[config.mk]
export PLATFORM = sky130hd
export DESIGN_NAME = ordered_list_engine
export DESIGN_NICKNAME = d
export VERILOG_FILES = /design/src/rtl/core/ole_pkg.sv /design/src/rtl/core/ole_ram.sv /design/src/rtl/core/ordered_list_engine.sv
export VERILOG_INCLUDE_DIRS = /design/src /design/src/rtl/core
export SDC_FILE = /design/constraint.sdc
export NUM_CORES = 1
export LEC_CHECK = 0
export ABC_AREA = 0
export BUFFER_PORTS_ARGS = -buffer_cell sky130_fd_sc_hd__buf_4
export CAP_MARGIN = 20
export CORE_MARGIN = 2
export CORE_UTILIZATION = 55
export DETAILED_ROUTE_END_ITERATION = 8
export PLACE_DENSITY = 0.78
export SYNTH_ARGS = -nofsm -noshare
export SYNTH_HDL_FRONTEND = slang
export SYNTH_SLANG_ARGS = --single-unit
export TNS_END_PERCENT = 50
[constraint.sdc]
create_clock -name clk -period 5 [get_ports clk]
set_input_delay 0 -clock clk [delete_from_list [all_inputs] [get_ports clk]]
set_output_delay 0 -clock clk [all_outputs]
set_load 0.005 [all_outputs]
[src/rtl/core/ordered_list_engine_macros.svh]
// Assertion macros shared by the ordered list engine RTL.
// No dependencies.
`ifndef ORDERED_LIST_ENGINE_MACROS_SVH
`define ORDERED_LIST_ENGINE_MACROS_SVH

// Implication check, reset-gated.
`define OLE_ASSERT_IMPL(label, clk, rst_n, ante, cons) \
    label: assert property (@(posedge clk) disable iff (!rst_n) (ante) |-> (cons)) \
        else $error("assertion failed");

// Next-cycle implication check, reset-gated.
`define OLE_ASSERT_NEXT(label, clk, rst_n, ante, cons) \
    label: assert property (@(posedge clk) disable iff (!rst_n) (ante) |=> (cons)) \
        else $error("assertion failed");

`endif

[src/rtl/core/ole_pkg.sv]
// Shared constants and types for the ordered list engine.
// No dependencies.
package ole_pkg;

    localparam int Depth = 16;
    localparam int IdxW = $clog2(Depth);
    localparam int CntW = $clog2(Depth + 1);
    localparam int MaxOut = 16;

    localparam logic [2:0] KIND_INS_HEAD = 3'd0;
    localparam logic [2:0] KIND_INS_TAIL = 3'd1;
    localparam logic [2:0] KIND_DELETE   = 3'd2;
    localparam logic [2:0] KIND_SEARCH   = 3'd3;
    localparam logic [2:0] KIND_SORT     = 3'd4;
    localparam logic [2:0] KIND_REVERSE  = 3'd5;
    localparam logic [2:0] KIND_DUMP_FWD = 3'd6;
    localparam logic [2:0] KIND_DUMP_BWD = 3'd7;

    localparam logic [1:0] ST_OK       = 2'd0;
    localparam logic [1:0] ST_NOTFOUND = 2'd1;
    localparam logic [1:0] ST_FULL     = 2'd2;
    localparam logic [1:0] ST_EMPTY    = 2'd3;

    typedef struct packed {
        logic        we;
        logic [IdxW-1:0] waddr;
        logic [31:0] wdata;
    } mem_wr_t;

endpackage

[src/rtl/core/ole_ram.sv]
// Single write port, single registered read port RAM for list entries.
// Depends on ole_pkg.
module ole_ram
(
    input  logic                    clk,
    input  ole_pkg::mem_wr_t        wr,
    input  logic [ole_pkg::IdxW-1:0] raddr,
    output logic [31:0]             rdata
);

    logic [31:0] mem [ole_pkg::Depth];

    always_ff @(posedge clk)
    begin
        if (wr.we)
        begin
            mem[wr.waddr] <= wr.wdata;
        end
        rdata <= mem[raddr];
    end

endmodule

[src/rtl/core/ordered_list_engine.sv]
// Ordered list engine: a list of up to ole_pkg::Depth signed 32-bit values kept in one RAM
// with a single read port and a single write port, run by a sequencer.
// The block takes one word at a time and finishes each operation before the next. All work
// goes through the one RAM port pair: read an entry, then write or compare.
// Tail insert, or any insert into an empty list, writes the entry directly. Head insert
// shifts each entry up from the tail, then writes the head. Delete and search scan from
// the head; delete moves later entries down. Reverse swaps pairs from both ends. Sort:
// insertion sort. Read-out waits on output stalls. No clearing pass after reset.
module ordered_list_engine
(
    input  logic        clk,
    input  logic        rst_n,
    input  logic        in_valid,
    output logic        in_ready,
    input  logic [2:0]  kind,
    input  logic signed [31:0] operand_value,
    output logic        out_valid,
    input  logic        out_ready,
    output logic [1:0]  status,
    output logic        found,
    output logic signed [31:0] entry_value,
    output logic        last,
    output logic [4:0]  entry_count
);

    localparam int IW = ole_pkg::IdxW;
    localparam int CW = ole_pkg::CntW;

    localparam logic [3:0] S_IDLE  = 4'd0;
    localparam logic [3:0] S_RD    = 4'd1;
    localparam logic [3:0] S_EXEC  = 4'd2;
    localparam logic [3:0] S_RD2   = 4'd3;
    localparam logic [3:0] S_EXEC2 = 4'd4;
    localparam logic [3:0] S_WR2   = 4'd5;
    localparam logic [3:0] S_OUT   = 4'd6;
    localparam logic [3:0] S_FIN   = 4'd7;
    localparam logic [3:0] S_SRD   = 4'd8;
    localparam logic [3:0] S_SCMP  = 4'd9;

    logic [3:0]      state_reg, state_next;
    logic [CW-1:0]   occ_reg, occ_next;
    logic [2:0]      kind_reg, kind_next;
    logic [31:0]     opv_reg, opv_next;
    logic [CW-1:0]   i_reg, i_next;
    logic [CW-1:0]   j_reg, j_next;
    logic [31:0]     key_reg, key_next;
    logic [31:0]     tmp_reg, tmp_next;
    logic [4:0]      ocnt_reg, ocnt_next;
    logic            ov_reg, ov_next;
    logic [1:0]      st_reg, st_next;
    logic            fd_reg, fd_next;
    logic [31:0]     ev_reg, ev_next;
    logic            ls_reg, ls_next;

    ole_pkg::mem_wr_t wr;
    logic [IW-1:0]   raddr;
    logic [31:0]     rdata;
    logic            out_free;

    ole_ram u_ram
    (
        .clk   (clk),
        .wr    (wr),
        .raddr (raddr),
        .rdata (rdata)
    );

    assign out_free = !ov_reg || out_ready;
    assign in_ready = (state_reg == S_IDLE) && !ov_reg;

    assign out_valid   = ov_reg;
    assign status      = st_reg;
    assign found       = fd_reg;
    assign entry_value = ev_reg;
    assign last        = ls_reg;
    assign entry_count = ocnt_reg;

    always_comb
    begin
        state_next = state_reg;
        occ_next   = occ_reg;
        kind_next  = kind_reg;
        opv_next   = opv_reg;
        i_next     = i_reg;
        j_next     = j_reg;
        key_next   = key_reg;
        tmp_next   = tmp_reg;
        ov_next    = ov_reg && !out_ready;
        st_next    = st_reg;
        fd_next    = fd_reg;
        ev_next    = ev_reg;
        ls_next    = ls_reg;
        ocnt_next  = ocnt_reg;
        wr         = '0;
        raddr      = i_reg[IW-1:0];
        unique case (state_reg)
            S_IDLE:
            begin
                if (in_valid && in_ready)
                begin
                    kind_next = kind;
                    opv_next  = operand_value;
                    st_next   = ole_pkg::ST_OK;
                    fd_next   = 1'b0;
                    ev_next   = '0;
                    state_next = S_FIN;
                    case (kind) inside
                        ole_pkg::KIND_INS_HEAD, ole_pkg::KIND_INS_TAIL:
                        begin
                            if (occ_reg == CW'(ole_pkg::Depth))
                            begin
                                st_next = ole_pkg::ST_FULL;
                            end
                            else if (kind == ole_pkg::KIND_INS_TAIL || occ_reg == '0)
                            begin
                                wr.we    = 1'b1;
                                wr.waddr = occ_reg[IW-1:0];
                                wr.wdata = operand_value;
                                if (kind == ole_pkg::KIND_INS_HEAD)
                                begin
                                    wr.waddr = '0;
                                end
                                occ_next = occ_reg + 1'b1;
                            end
                            else
                            begin
                                // shift up from tail
                                i_next = occ_reg - 1'b1;
                                state_next = S_RD;
                            end
                        end
                        ole_pkg::KIND_DELETE, ole_pkg::KIND_SEARCH,
                        ole_pkg::KIND_DUMP_FWD, ole_pkg::KIND_DUMP_BWD:
                        begin
                            if (occ_reg == '0)
                            begin
                                st_next = (kind[2]) ? ole_pkg::ST_EMPTY
                                                    : ole_pkg::ST_NOTFOUND;
                            end
                            else
                            begin
                                i_next = (kind == ole_pkg::KIND_DUMP_BWD) ?
                                         occ_reg - 1'b1 : '0;
                                j_next = '0;
                                state_next = S_RD;
                            end
                        end
                        ole_pkg::KIND_SORT:
                        begin
                            if (occ_reg > CW'(1))
                            begin
                                i_next = CW'(1);
                                state_next = S_RD;
                            end
                        end
                        default:
                        begin
                            if (occ_reg > CW'(1))
                            begin
                                i_next = '0;
                                j_next = occ_reg - 1'b1;
                                state_next = S_RD;
                            end
                        end
                    endcase
                end
            end
            S_RD:
            begin
                raddr = i_reg[IW-1:0];
                state_next = S_EXEC;
            end
            S_EXEC:
            begin
                case (kind_reg)
                    ole_pkg::KIND_INS_HEAD:
                    begin
                        wr.we    = 1'b1;
                        wr.waddr = IW'(i_reg + 1'b1);
                        wr.wdata = rdata;
                        if (i_reg == '0)
                        begin
                            state_next = S_WR2;
                        end
                        else
                        begin
                            i_next = i_reg - 1'b1;
                            state_next = S_RD;
                        end
                    end
                    ole_pkg::KIND_DELETE:
                    begin
                        if (fd_reg)
                        begin
                            wr.we    = 1'b1;
                            wr.waddr = IW'(i_reg - 1'b1);
                            wr.wdata = rdata;
                        end
                        if (!fd_reg && rdata == opv_reg)
                        begin
                            fd_next = 1'b1;
                        end
                        if (i_reg + 1'b1 == occ_reg)
                        begin
                            if (fd_reg || rdata == opv_reg)
                            begin
                                occ_next = occ_reg - 1'b1;
                            end
                            else
                            begin
                                st_next = ole_pkg::ST_NOTFOUND;
                            end
                            state_next = S_FIN;
                        end
                        else
                        begin
                            i_next = i_reg + 1'b1;
                            state_next = S_RD;
                        end
                    end
                    ole_pkg::KIND_SEARCH:
                    begin
                        if (rdata == opv_reg)
                        begin
                            fd_next = 1'b1;
                            state_next = S_FIN;
                        end
                        else if (i_reg + 1'b1 == occ_reg)
                        begin
                            st_next = ole_pkg::ST_NOTFOUND;
                            state_next = S_FIN;
                        end
                        else
                        begin
                            i_next = i_reg + 1'b1;
                            state_next = S_RD;
                        end
                    end
                    ole_pkg::KIND_SORT:
                    begin
                        key_next = rdata;
                        j_next = i_reg;
                        state_next = S_SRD;
                    end
                    ole_pkg::KIND_REVERSE:
                    begin
                        tmp_next = rdata;
                        state_next = S_RD2;
                    end
                    default:
                    begin
                        if (out_free)
                        begin
                            ov_next  = 1'b1;
                            ev_next  = rdata;
                            ocnt_next = 5'(occ_reg);
                            ls_next  = (j_reg + 1'b1 == occ_reg) ||
                                       (j_reg == CW'(ole_pkg::MaxOut - 1));
                            j_next   = j_reg + 1'b1;
                            if ((j_reg + 1'b1 == occ_reg) ||
                                (j_reg == CW'(ole_pkg::MaxOut - 1)))
                            begin
                                state_next = S_IDLE;
                            end
                            else
                            begin
                                i_next = (kind_reg == ole_pkg::KIND_DUMP_BWD) ?
                                         i_reg - 1'b1 : i_reg + 1'b1;
                                state_next = S_RD;
                            end
                        end
                    end
                endcase
            end
            S_RD2:
            begin
                raddr = j_reg[IW-1:0];
                state_next = S_EXEC2;
            end
            S_EXEC2:
            begin
                wr.we    = 1'b1;
                wr.waddr = i_reg[IW-1:0];
                wr.wdata = rdata;
                state_next = S_OUT;
            end
            S_OUT:
            begin
                wr.we    = 1'b1;
                wr.waddr = j_reg[IW-1:0];
                wr.wdata = tmp_reg;
                if (i_reg + 1'b1 >= j_reg - 1'b1)
                begin
                    state_next = S_FIN;
                end
                else
                begin
                    i_next = i_reg + 1'b1;
                    j_next = j_reg - 1'b1;
                    state_next = S_RD;
                end
            end
            S_SRD:
            begin
                raddr = IW'(j_reg - 1'b1);
                state_next = S_SCMP;
            end
            S_SCMP:
            begin
                wr.we = 1'b1;
                wr.waddr = j_reg[IW-1:0];
                if ($signed(rdata) > $signed(key_reg))
                begin
                    wr.wdata = rdata;
                    j_next = j_reg - 1'b1;
                    if (j_reg == CW'(1))
                    begin
                        wr.we = 1'b1;
                        state_next = S_WR2;
                    end
                    else
                    begin
                        state_next = S_SRD;
                    end
                end
                else
                begin
                    wr.wdata = key_reg;
                    if (i_reg + 1'b1 == occ_reg)
                    begin
                        state_next = S_FIN;
                    end
                    else
                    begin
                        i_next = i_reg + 1'b1;
                        state_next = S_RD;
                    end
                end
            end
            S_WR2:
            begin
                wr.we = 1'b1;
                wr.waddr = '0;
                if (kind_reg == ole_pkg::KIND_INS_HEAD)
                begin
                    wr.wdata = opv_reg;
                    occ_next = occ_reg + 1'b1;
                    state_next = S_FIN;
                end
                else
                begin
                    wr.wdata = key_reg;
                    if (i_reg + 1'b1 == occ_reg)
                    begin
                        state_next = S_FIN;
                    end
                    else
                    begin
                        i_next = i_reg + 1'b1;
                        state_next = S_RD;
                    end
                end
            end
            S_FIN:
            begin
                if (out_free)
                begin
                    ov_next   = 1'b1;
                    ls_next   = 1'b1;
                    ev_next   = '0;
                    ocnt_next = 5'(occ_reg);
                    state_next = S_IDLE;
                end
            end
            default:
            begin
                state_next = S_IDLE;
            end
        endcase
    end

    always_ff @(posedge clk or negedge rst_n)
    begin
        if (!rst_n)
        begin
            state_reg <= S_IDLE;
            occ_reg   <= '0;
            ov_reg    <= 1'b0;
        end
        else
        begin
            state_reg <= state_next;
            occ_reg   <= occ_next;
            ov_reg    <= ov_next;
        end
    end

    always_ff @(posedge clk)
    begin
        kind_reg <= kind_next;
        opv_reg  <= opv_next;
        i_reg    <= i_next;
        j_reg    <= j_next;
        key_reg  <= key_next;
        tmp_reg  <= tmp_next;
        st_reg   <= st_next;
        fd_reg   <= fd_next;
        ev_reg   <= ev_next;
        ls_reg   <= ls_next;
        ocnt_reg <= ocnt_next;
    end

`include "ordered_list_engine_macros.svh"

    `OLE_ASSERT_IMPL(a_occ_range, clk, rst_n, 1'b1, occ_reg <= CW'(ole_pkg::Depth))
    `OLE_ASSERT_NEXT(a_full_keeps, clk, rst_n,
        in_valid && in_ready && !kind[2] && !kind[1] && occ_reg == CW'(ole_pkg::Depth),
        occ_reg == CW'(ole_pkg::Depth))
    `OLE_ASSERT_IMPL(a_busy_not_ready, clk, rst_n, state_reg != S_IDLE, !in_ready)

endmodule

==> tab_implementation.tex, run 1 <==
\begin{tabular}{lr}
\hline
Metric & Value \\
\hline
\multicolumn{2}{l}{\textbf{Timing}} \\
\quad RSZ-0062 raised after global routing & no \\
\quad Worst slew margin & 26.0\% \\
\quad Worst hold slack & 0.102 ns \\
\quad \# setup viols final & 0 \\
\quad Count of final max-slew check failures & 0 \\
\quad Final critical delay including setup and external delays & 4.52 ns \\
\quad Peak Freq & 221 MHz \\
\quad Final Hold Viols & 0 \\
\quad TNS Setup & 0 ns \\
\quad Worst-case setup margin in the final layout & 0.478 ns \\
\quad Worst slew pin tran & 1.11 ns \\
\quad Share of the clock period used by the worst path after layout & 90.4\% \\
\quad Skew final & 0.0236 ns \\
\multicolumn{2}{l}{\textbf{Floorplan}} \\
\quad Die Footprint & 58100 µm² \\
\quad Number of cell rows & 86 \\
\quad Starting density of the core & 55.9\% \\
\quad Core Footprint & 55300 µm² \\
\quad Chip Height & 241 µm \\
\quad Die W & 241 µm \\
\quad Number of top-level pins & 82 \\
\multicolumn{2}{l}{\textbf{Worst setup path}} \\
\quad Critical path endpoint category & flop \\
\quad Arrival time at the worst endpoint & 4.82 ns \\
\quad Type of the worst setup path & flop to flop \\
\quad Required arrival time at the worst endpoint & 5.30 ns \\
\quad Startpoint types & flop \\
\quad Crit Path Max Fanout & 26 \\
\multicolumn{2}{l}{\textbf{Finish}} \\
\quad Number of flip-flops under the largest register name & 512 \\
\quad Filler cell count in the final layout & 3895 \\
\quad Number of inserted diodes & 0 \\
\quad Area added between synthesis and finish & 13.9\% \\
\quad Layout Cell Area excl Fill & 35200 µm² \\
\quad Fraction of layout instances using a drive strength above 1 & 11.5\% \\
\quad Nets & 2610 \\
\quad Largest reg by FF count & u\_ram.mem \\
\multicolumn{2}{l}{\textbf{Place}} \\
\quad Routability-driven placement congestion ratio & 0.970 \\
\quad Standard cell area after detailed placement & 32500 µm² \\
\quad IO buf count & 81 \\
\quad HPWL after detailed placement & 48700 µm \\
\quad Post-placement setup slack & 0.629 ns \\
\multicolumn{2}{l}{\textbf{Synth}} \\
\quad Portion of the post-synthesis area used by sequential elements & 67.2\% \\
\quad Cells after Synth & 2458 \\
\quad Synth Cell Area & 30900 µm² \\
\quad Yosys reg bits & 704 \\
\quad FFs w/ async S/R, synth & 1.42\% \\
\quad Number of nets in the synthesized netlist & 2543 \\
\quad Synth cell types & 76 \\
\quad Warning count from the yosys run & 0 \\
\quad Mean instance size in the synthesized netlist & 12.6 µm² \\
\quad Most used flip-flop cell after synthesis & edfxtp\_1 \\
\quad Number of enable-type register cells in the synthesized netlist & 662 \\
\multicolumn{2}{l}{\textbf{Global route}} \\
\quad Sum of overflow across all layers after global routing & 0 \\
\quad Overall global routing resource usage & 28.5\% \\
\quad Wire length of the first global-routing pass & 125000 µm \\
\quad Initial antenna violation count & 1 \\
\quad Vias in the first global route & 20825 \\
\quad Pin count of the biggest net entering global routing & 120 \\
\multicolumn{2}{l}{\textbf{Clock network}} \\
\quad Clock Tree Buf Depth & 3 \\
\quad Number of buffers created by CTS & 71 \\
\quad Insertion delay of the later-clocked pin in the worst-skew pair & 0.62 ns \\
\quad Number of gates given a new drive strength after cts & 0 \\
\quad Number of sinks handled by clock tree synthesis & 704 \\
\quad Clock tree root driver cell & clkbuf\_16 \\
\quad Clk slew on worst S/H paths & 0.06 ns \\
\quad CTS tree & yes \\
\quad H-tree depth & 3 \\
\multicolumn{2}{l}{\textbf{Drt}} \\
\quad Routed WL & 83300 µm \\
\quad First DRT Iteration DRCs & 3034 \\
\quad Number of nets with antenna violations after routing & 0 \\
\quad Pre-antenna DRT Iters & 6 \\
\quad Wire per inst & 25.0 µm \\
\quad Via count of the routed design & 21731 \\
\quad Number of DRC violations after detailed routing & 0 \\
\quad Via/cell ratio & 6.53 \\
\multicolumn{2}{l}{\textbf{Power and ir drop}} \\
\quad Peak ir drop on the vdd network & 482 µV \\
\quad Total power density per cell area & 644 nW/µm² \\
\quad Leakage power summed over all cells & 0.0125 µW \\
\multicolumn{2}{l}{\textbf{Run}} \\
\quad Count of max-cap constraint violations & 0 \\
\multicolumn{2}{l}{\textbf{Outcome}} \\
\quad Result of the run & complete, no violations \\
\multicolumn{2}{l}{\textbf{Worst hold path}} \\
\quad Worst hold path class & input pin to flop \\
\hline
\end{tabular}
[metrics by stage]
step           util (%)  power, µW  std cells
2_1_floorplan         -      14200       2458
3_3_place_gp       58.8      16900       3161
3_5_place_dp       58.8      17200       3162
4_1_cts            63.6      22500       3330
5_1_grt            63.6      23600       3330
6_report           63.6      22700       3330
[per-layer routing]
metal | track usage, % | vias to the layer above | wire (µm)
li1 | - | 9533 | -
met1 | 40.2 | 10557 | 32300
met2 | 43.8 | 1466 | 37900
met3 | 6.20 | 175 | 10700
met4 | 10.7 | 0 | 2400
met5 | 0 | - | 0
[layout by cell type, fill, tap and decap left out, types with 38 or more instances in the layout]
cell type / instances
buf_4: 133
a31oi_1: 74
edfxtp_1: 662
inv_1: 51
a311oi_1: 64
nor2_1: 48
nand2_1: 437
ha_1: 46
a211oi_1: 162
a21oi_1: 175
clkbuf_16: 74
dlygate4sd3_1: 38
and3_1: 165
xnor2_1: 52
[layout make-up]
type / instances / area (µm²) / share of cell area, %
clock buffer: 100 / 2000 / 5.68
inverter: 51 / 191 / 0.544
clock inverter: 30 / 300 / 0.853
multi-input combinational: 1513 / 9360 / 26.6
timing repair buffer: 184 / 1640 / 4.66
sequential: 704 / 20800 / 59.0
tap: 748 / 936 / 2.66
[Yosys cell counts (21+ instances only)]
cell type  count  share of area [%]
o21ai_0       27               0.44
buf_2         62                1.0
nor3_1        22               0.36
ha_1          46                1.9
nand3_1       21               0.34
a311oi_1      64                1.8
nor2_1        67               0.81
a211oi_1     162                3.9
a221o_1       39                1.3
xnor2_1       52                1.5
dfxtp_1       32                2.1
clkbuf_1     117                1.4
a31oi_1       74                1.5
a21oi_1      175                2.8
inv_1         51               0.62
nand2_1      438                5.3
and3_1       165                3.3
edfxtp_1     662                 64
[worst max-delay path, cell delays in order (launching register included)]
cell	delay, ns
dfrtp_1	0.66
nor4_2	0.79
nand2_1	0.33
nor4_2	0.86
nor4_1	0.16
nor2_1	0.17
nand3_1	0.34
nor2_4	0.58
buf_12	0.29
[power breakdown]
part	switching, µW	internal (µW)	leakage [µW]
Combinational	5730	2940	0.00491
Sequential	883	7870	0.00650
Clock	2230	3020	0.00112
Total	8840	13800	0.0125
[what timing repair did]
item                                   in CTS  in global routing
endpoints found under the hold margin      49                  0
hold buffers                               38                  0
setup buffers                               0                  0
[kinds of logic (layout without fill, tap and decap cells)]
family | count (synthesis) | after routing | synth area share [%]
adder cells (fa/ha/maj) | 46 | 46 | 1.86
AO/OA/AOI/OAI | 602 | 602 | 13.5
buffers and inverters | 241 | 365 | 3.22
AND/OR/NAND/NOR | 794 | 794 | 12.1
multiplexers | 9 | 9 | 0.300
XOR/XNOR | 62 | 62 | 1.81
flip-flops | 704 | 704 | 67.2
[final timing paths]
check	slack, ns	to	depth (start not counted)	startpoint
worst min-delay path	0.10	found$_DFFE_PP_	4	in_valid
worst max register to register	0.48	u_ram.mem[12][23]$_DFFE_PP_	8	state_reg[0]$_DFFE_PN0P_
worst min register to register	0.55	key_reg[12]$_DFFE_PP_	0	u_ram.rdata[12]$_DFF_P_
worst max-delay path	0.48	u_ram.mem[12][23]$_DFFE_PP_	8	state_reg[0]$_DFFE_PN0P_
max in group asynchronous	4.13	state_reg[0]$_DFFE_PN0P_	3	rst_n
min in group asynchronous	0.47	occ_reg[4]$_DFFE_PN0P_	3	rst_n
Power figures use the tool's default switching activity.
==> run 2, diff against run 1 <==
Settings changed: CAP_MARGIN 20 to 30, PLACE_DENSITY 0.78 to 0.76.
Clock period 5 ns to 5.2 ns, I/O delays scaled along.
==> tab_implementation.tex, run 2 (same netlist as run 1, synthesis figures left out) <==
\begin{tabular}{lr}
\hline
Metric & Value \\
\hline
\multicolumn{2}{l}{\textbf{Global route}} \\
\quad Wire length of the first global-routing pass & 129000 µm \\
\quad Fraction of met3 tracks used by global routing & 7.64\% \\
\quad Overall global routing resource usage & 29.8\% \\
\quad Vias in the first global route & 21209 \\
\quad Met1 Use GR & 42.8\% \\
\quad Busiest layer in global routing & met2 \\
\quad Sum of overflow across all layers after global routing & 0 \\
\quad Initial antenna violation count & 6 \\
\quad Met2 track utilization from global routing & 43.9\% \\
\quad Pin count of the biggest net entering global routing & 201 \\
\multicolumn{2}{l}{\textbf{Finish}} \\
\quad Number of flip-flops under the largest register name & 512 \\
\quad Area added between synthesis and finish & 14.1\% \\
\quad Leading cell type in the layout, fill and taps excluded & edfxtp\_1 \\
\quad Filler cell count in the final layout & 3972 \\
\quad Top library cells by usage in the layout, fill and taps aside & 662 x edfxtp\_1, 437 x nand2\_1, 175 x a21oi\_1 \\
\quad Fraction of layout instances using a drive strength above 1 & 11.7\% \\
\quad Largest reg by FF count & u\_ram.mem \\
\quad Nets & 2613 \\
\multicolumn{2}{l}{\textbf{Drt}} \\
\quad Pre-antenna DRT Iters & 6 \\
\quad First DRT Iteration DRCs & 2967 \\
\quad Routed WL & 86700 µm \\
\quad Via count of the routed design & 22036 \\
\quad Wire per inst & 26.0 µm \\
\quad Number of nets with antenna violations after routing & 0 \\
\quad Via/cell ratio & 6.61 \\
\quad Number of DRC violations after detailed routing & 0 \\
\multicolumn{2}{l}{\textbf{Worst setup path}} \\
\quad Critical path endpoint category & flop \\
\quad Slowest Stage Delay on Critical Path & 0.74 ns \\
\quad Startpoint types & flop \\
\quad CP bufs+invs & 2 \\
\quad Cell Chain, Critical Path & inv\_1 > ha\_1 > nor3b\_1 > nor2\_1 > nor4\_2 > nor4\_1 > nor2\_1 > nand3\_1 > nor2\_4 > buf\_4 \\
\quad CP most frequent cell & nor2\_1 \\
\quad Arrival time at the worst endpoint & 4.69 ns \\
\quad Required arrival time at the worst endpoint & 5.51 ns \\
\quad Slowest CP cell & nor4\_2 \\
\quad CP delay by family, top & simple AND/OR/NAND/NOR gates \\
\quad Type of the worst setup path & flop to flop \\
\quad Crit Path Max Fanout & 22 \\
\multicolumn{2}{l}{\textbf{Clock network}} \\
\quad Number of buffers created by CTS & 71 \\
\quad Number of gates given a new drive strength after cts & 0 \\
\quad Insertion delay of the later-clocked pin in the worst-skew pair & 0.63 ns \\
\quad CTS tree & yes \\
\quad H-tree depth & 3 \\
\quad Clock tree root driver cell & clkbuf\_16 \\
\quad Hold buffer count at CTS & 38 \\
\quad Clk slew on worst S/H paths & 0.07 ns \\
\quad Clock Tree Buf Depth & 3 \\
\quad Number of sinks handled by clock tree synthesis & 704 \\
\quad Number of setup buffers added after CTS & 0 \\
\multicolumn{2}{l}{\textbf{Floorplan}} \\
\quad Die W & 241 µm \\
\quad Chip Height & 241 µm \\
\quad Number of cell rows & 86 \\
\quad Number of top-level pins & 82 \\
\quad Core Footprint & 55300 µm² \\
\quad Die Footprint & 58100 µm² \\
\quad Starting density of the core & 55.9\% \\
\multicolumn{2}{l}{\textbf{Timing}} \\
\quad Skew final & 0.0344 ns \\
\quad Worst slew pin tran & 0.945 ns \\
\quad Final Hold Viols & 0 \\
\quad \# setup viols final & 0 \\
\quad Share of the clock period used by the worst path after layout & 84.1\% \\
\quad TNS Setup & 0 ns \\
\quad Count of final max-slew check failures & 0 \\
\quad Final critical delay including setup and external delays & 4.37 ns \\
\quad Peak Freq & 229 MHz \\
\quad Worst slew margin & 37.0\% \\
\quad Worst hold slack & 0.0478 ns \\
\quad RSZ-0062 raised after global routing & no \\
\multicolumn{2}{l}{\textbf{Power and ir drop}} \\
\quad Leakage power summed over all cells & 0.0126 µW \\
\quad Total power density per cell area & 624 nW/µm² \\
\quad Peak ir drop on the vdd network & 611 µV \\
\multicolumn{2}{l}{\textbf{Worst hold path}} \\
\quad Worst hold path class & input pin to flop \\
\multicolumn{2}{l}{\textbf{Place}} \\
\quad Routability-driven placement congestion ratio & 0.956 \\
\quad IO buf count & 81 \\
\quad HPWL after detailed placement & 52000 µm \\
\multicolumn{2}{l}{\textbf{Run}} \\
\quad Count of max-cap constraint violations & 0 \\
\multicolumn{2}{l}{\textbf{Outcome}} \\
\quad Result of the run & complete, no violations \\
\hline
\end{tabular}
-- run 2: path summary, 6_finish.rpt --
kind                                         from                    endpoint  slack (ns)  depth (start not counted)
max                        occ_reg[0]$_DFFE_PN0P_  u_ram.mem[0][19]$_DFFE_PP_        0.83                         10
min                                      in_valid             found$_DFFE_PP_        0.05                          4
max reg2reg                occ_reg[0]$_DFFE_PN0P_  u_ram.mem[0][19]$_DFFE_PP_        0.83                         10
min reg2reg                u_ram.rdata[5]$_DFF_P_        key_reg[5]$_DFFE_PP_        0.55                          0
max in group asynchronous                   rst_n    state_reg[3]$_DFFE_PN0P_        4.32                          3
min in group asynchronous                   rst_n      occ_reg[4]$_DFFE_PN0P_        0.47                          3
-- run 2: routing by layer --
layer  vias up  routed length [µm]
li1       9538                   -
met1     10855               34600
met2      1460               38700
met3       177               10400
met4         6                2840
met5         -                 154
-- run 2: metrics by stage --
stage               std cells  power, µW  utilization [%]  area, µm²  worst slack (ns)
finish                   3333      22000             63.8      35300             0.828
global route             3332      23000             63.7      35300             0.392
CTS                      3330      21800             63.7      35200             0.831
detailed placement       3164      16500             58.7      32500             0.880
global placement         3164      16300             58.7      32500             0.925
floorplan                2458      13600                -      30900             0.914
-- run 2: power breakdown --
part,switching [µW],internal [µW]
registers,753,7570
clock network,2150,3060
logic,5680,2790
total,8580,13400
-- run 2: layout make-up --
type	instances	area, µm²	share of cell area, %
Multi-Input combinational cell	1513	9360	26.5
Antenna cell	2	5.00	0.0142
Clock inverter	29	400	1.14
Tap cell	748	936	2.65
Sequential cell	704	20800	58.9
Clock buffer	99	1960	5.57
Timing Repair Buffer	187	1640	4.64
Inverter	51	191	0.543
-- run 2: worst register-to-register path, delay by kind of cell, from the launching register on --
family | cells | cell delay [ns]
buffers and inverters | 2 | 0.52
adder cells (fa/ha/maj) | 1 | 0.24
AND/OR/NAND/NOR | 7 | 2.75
flip-flops | 1 | 0.55
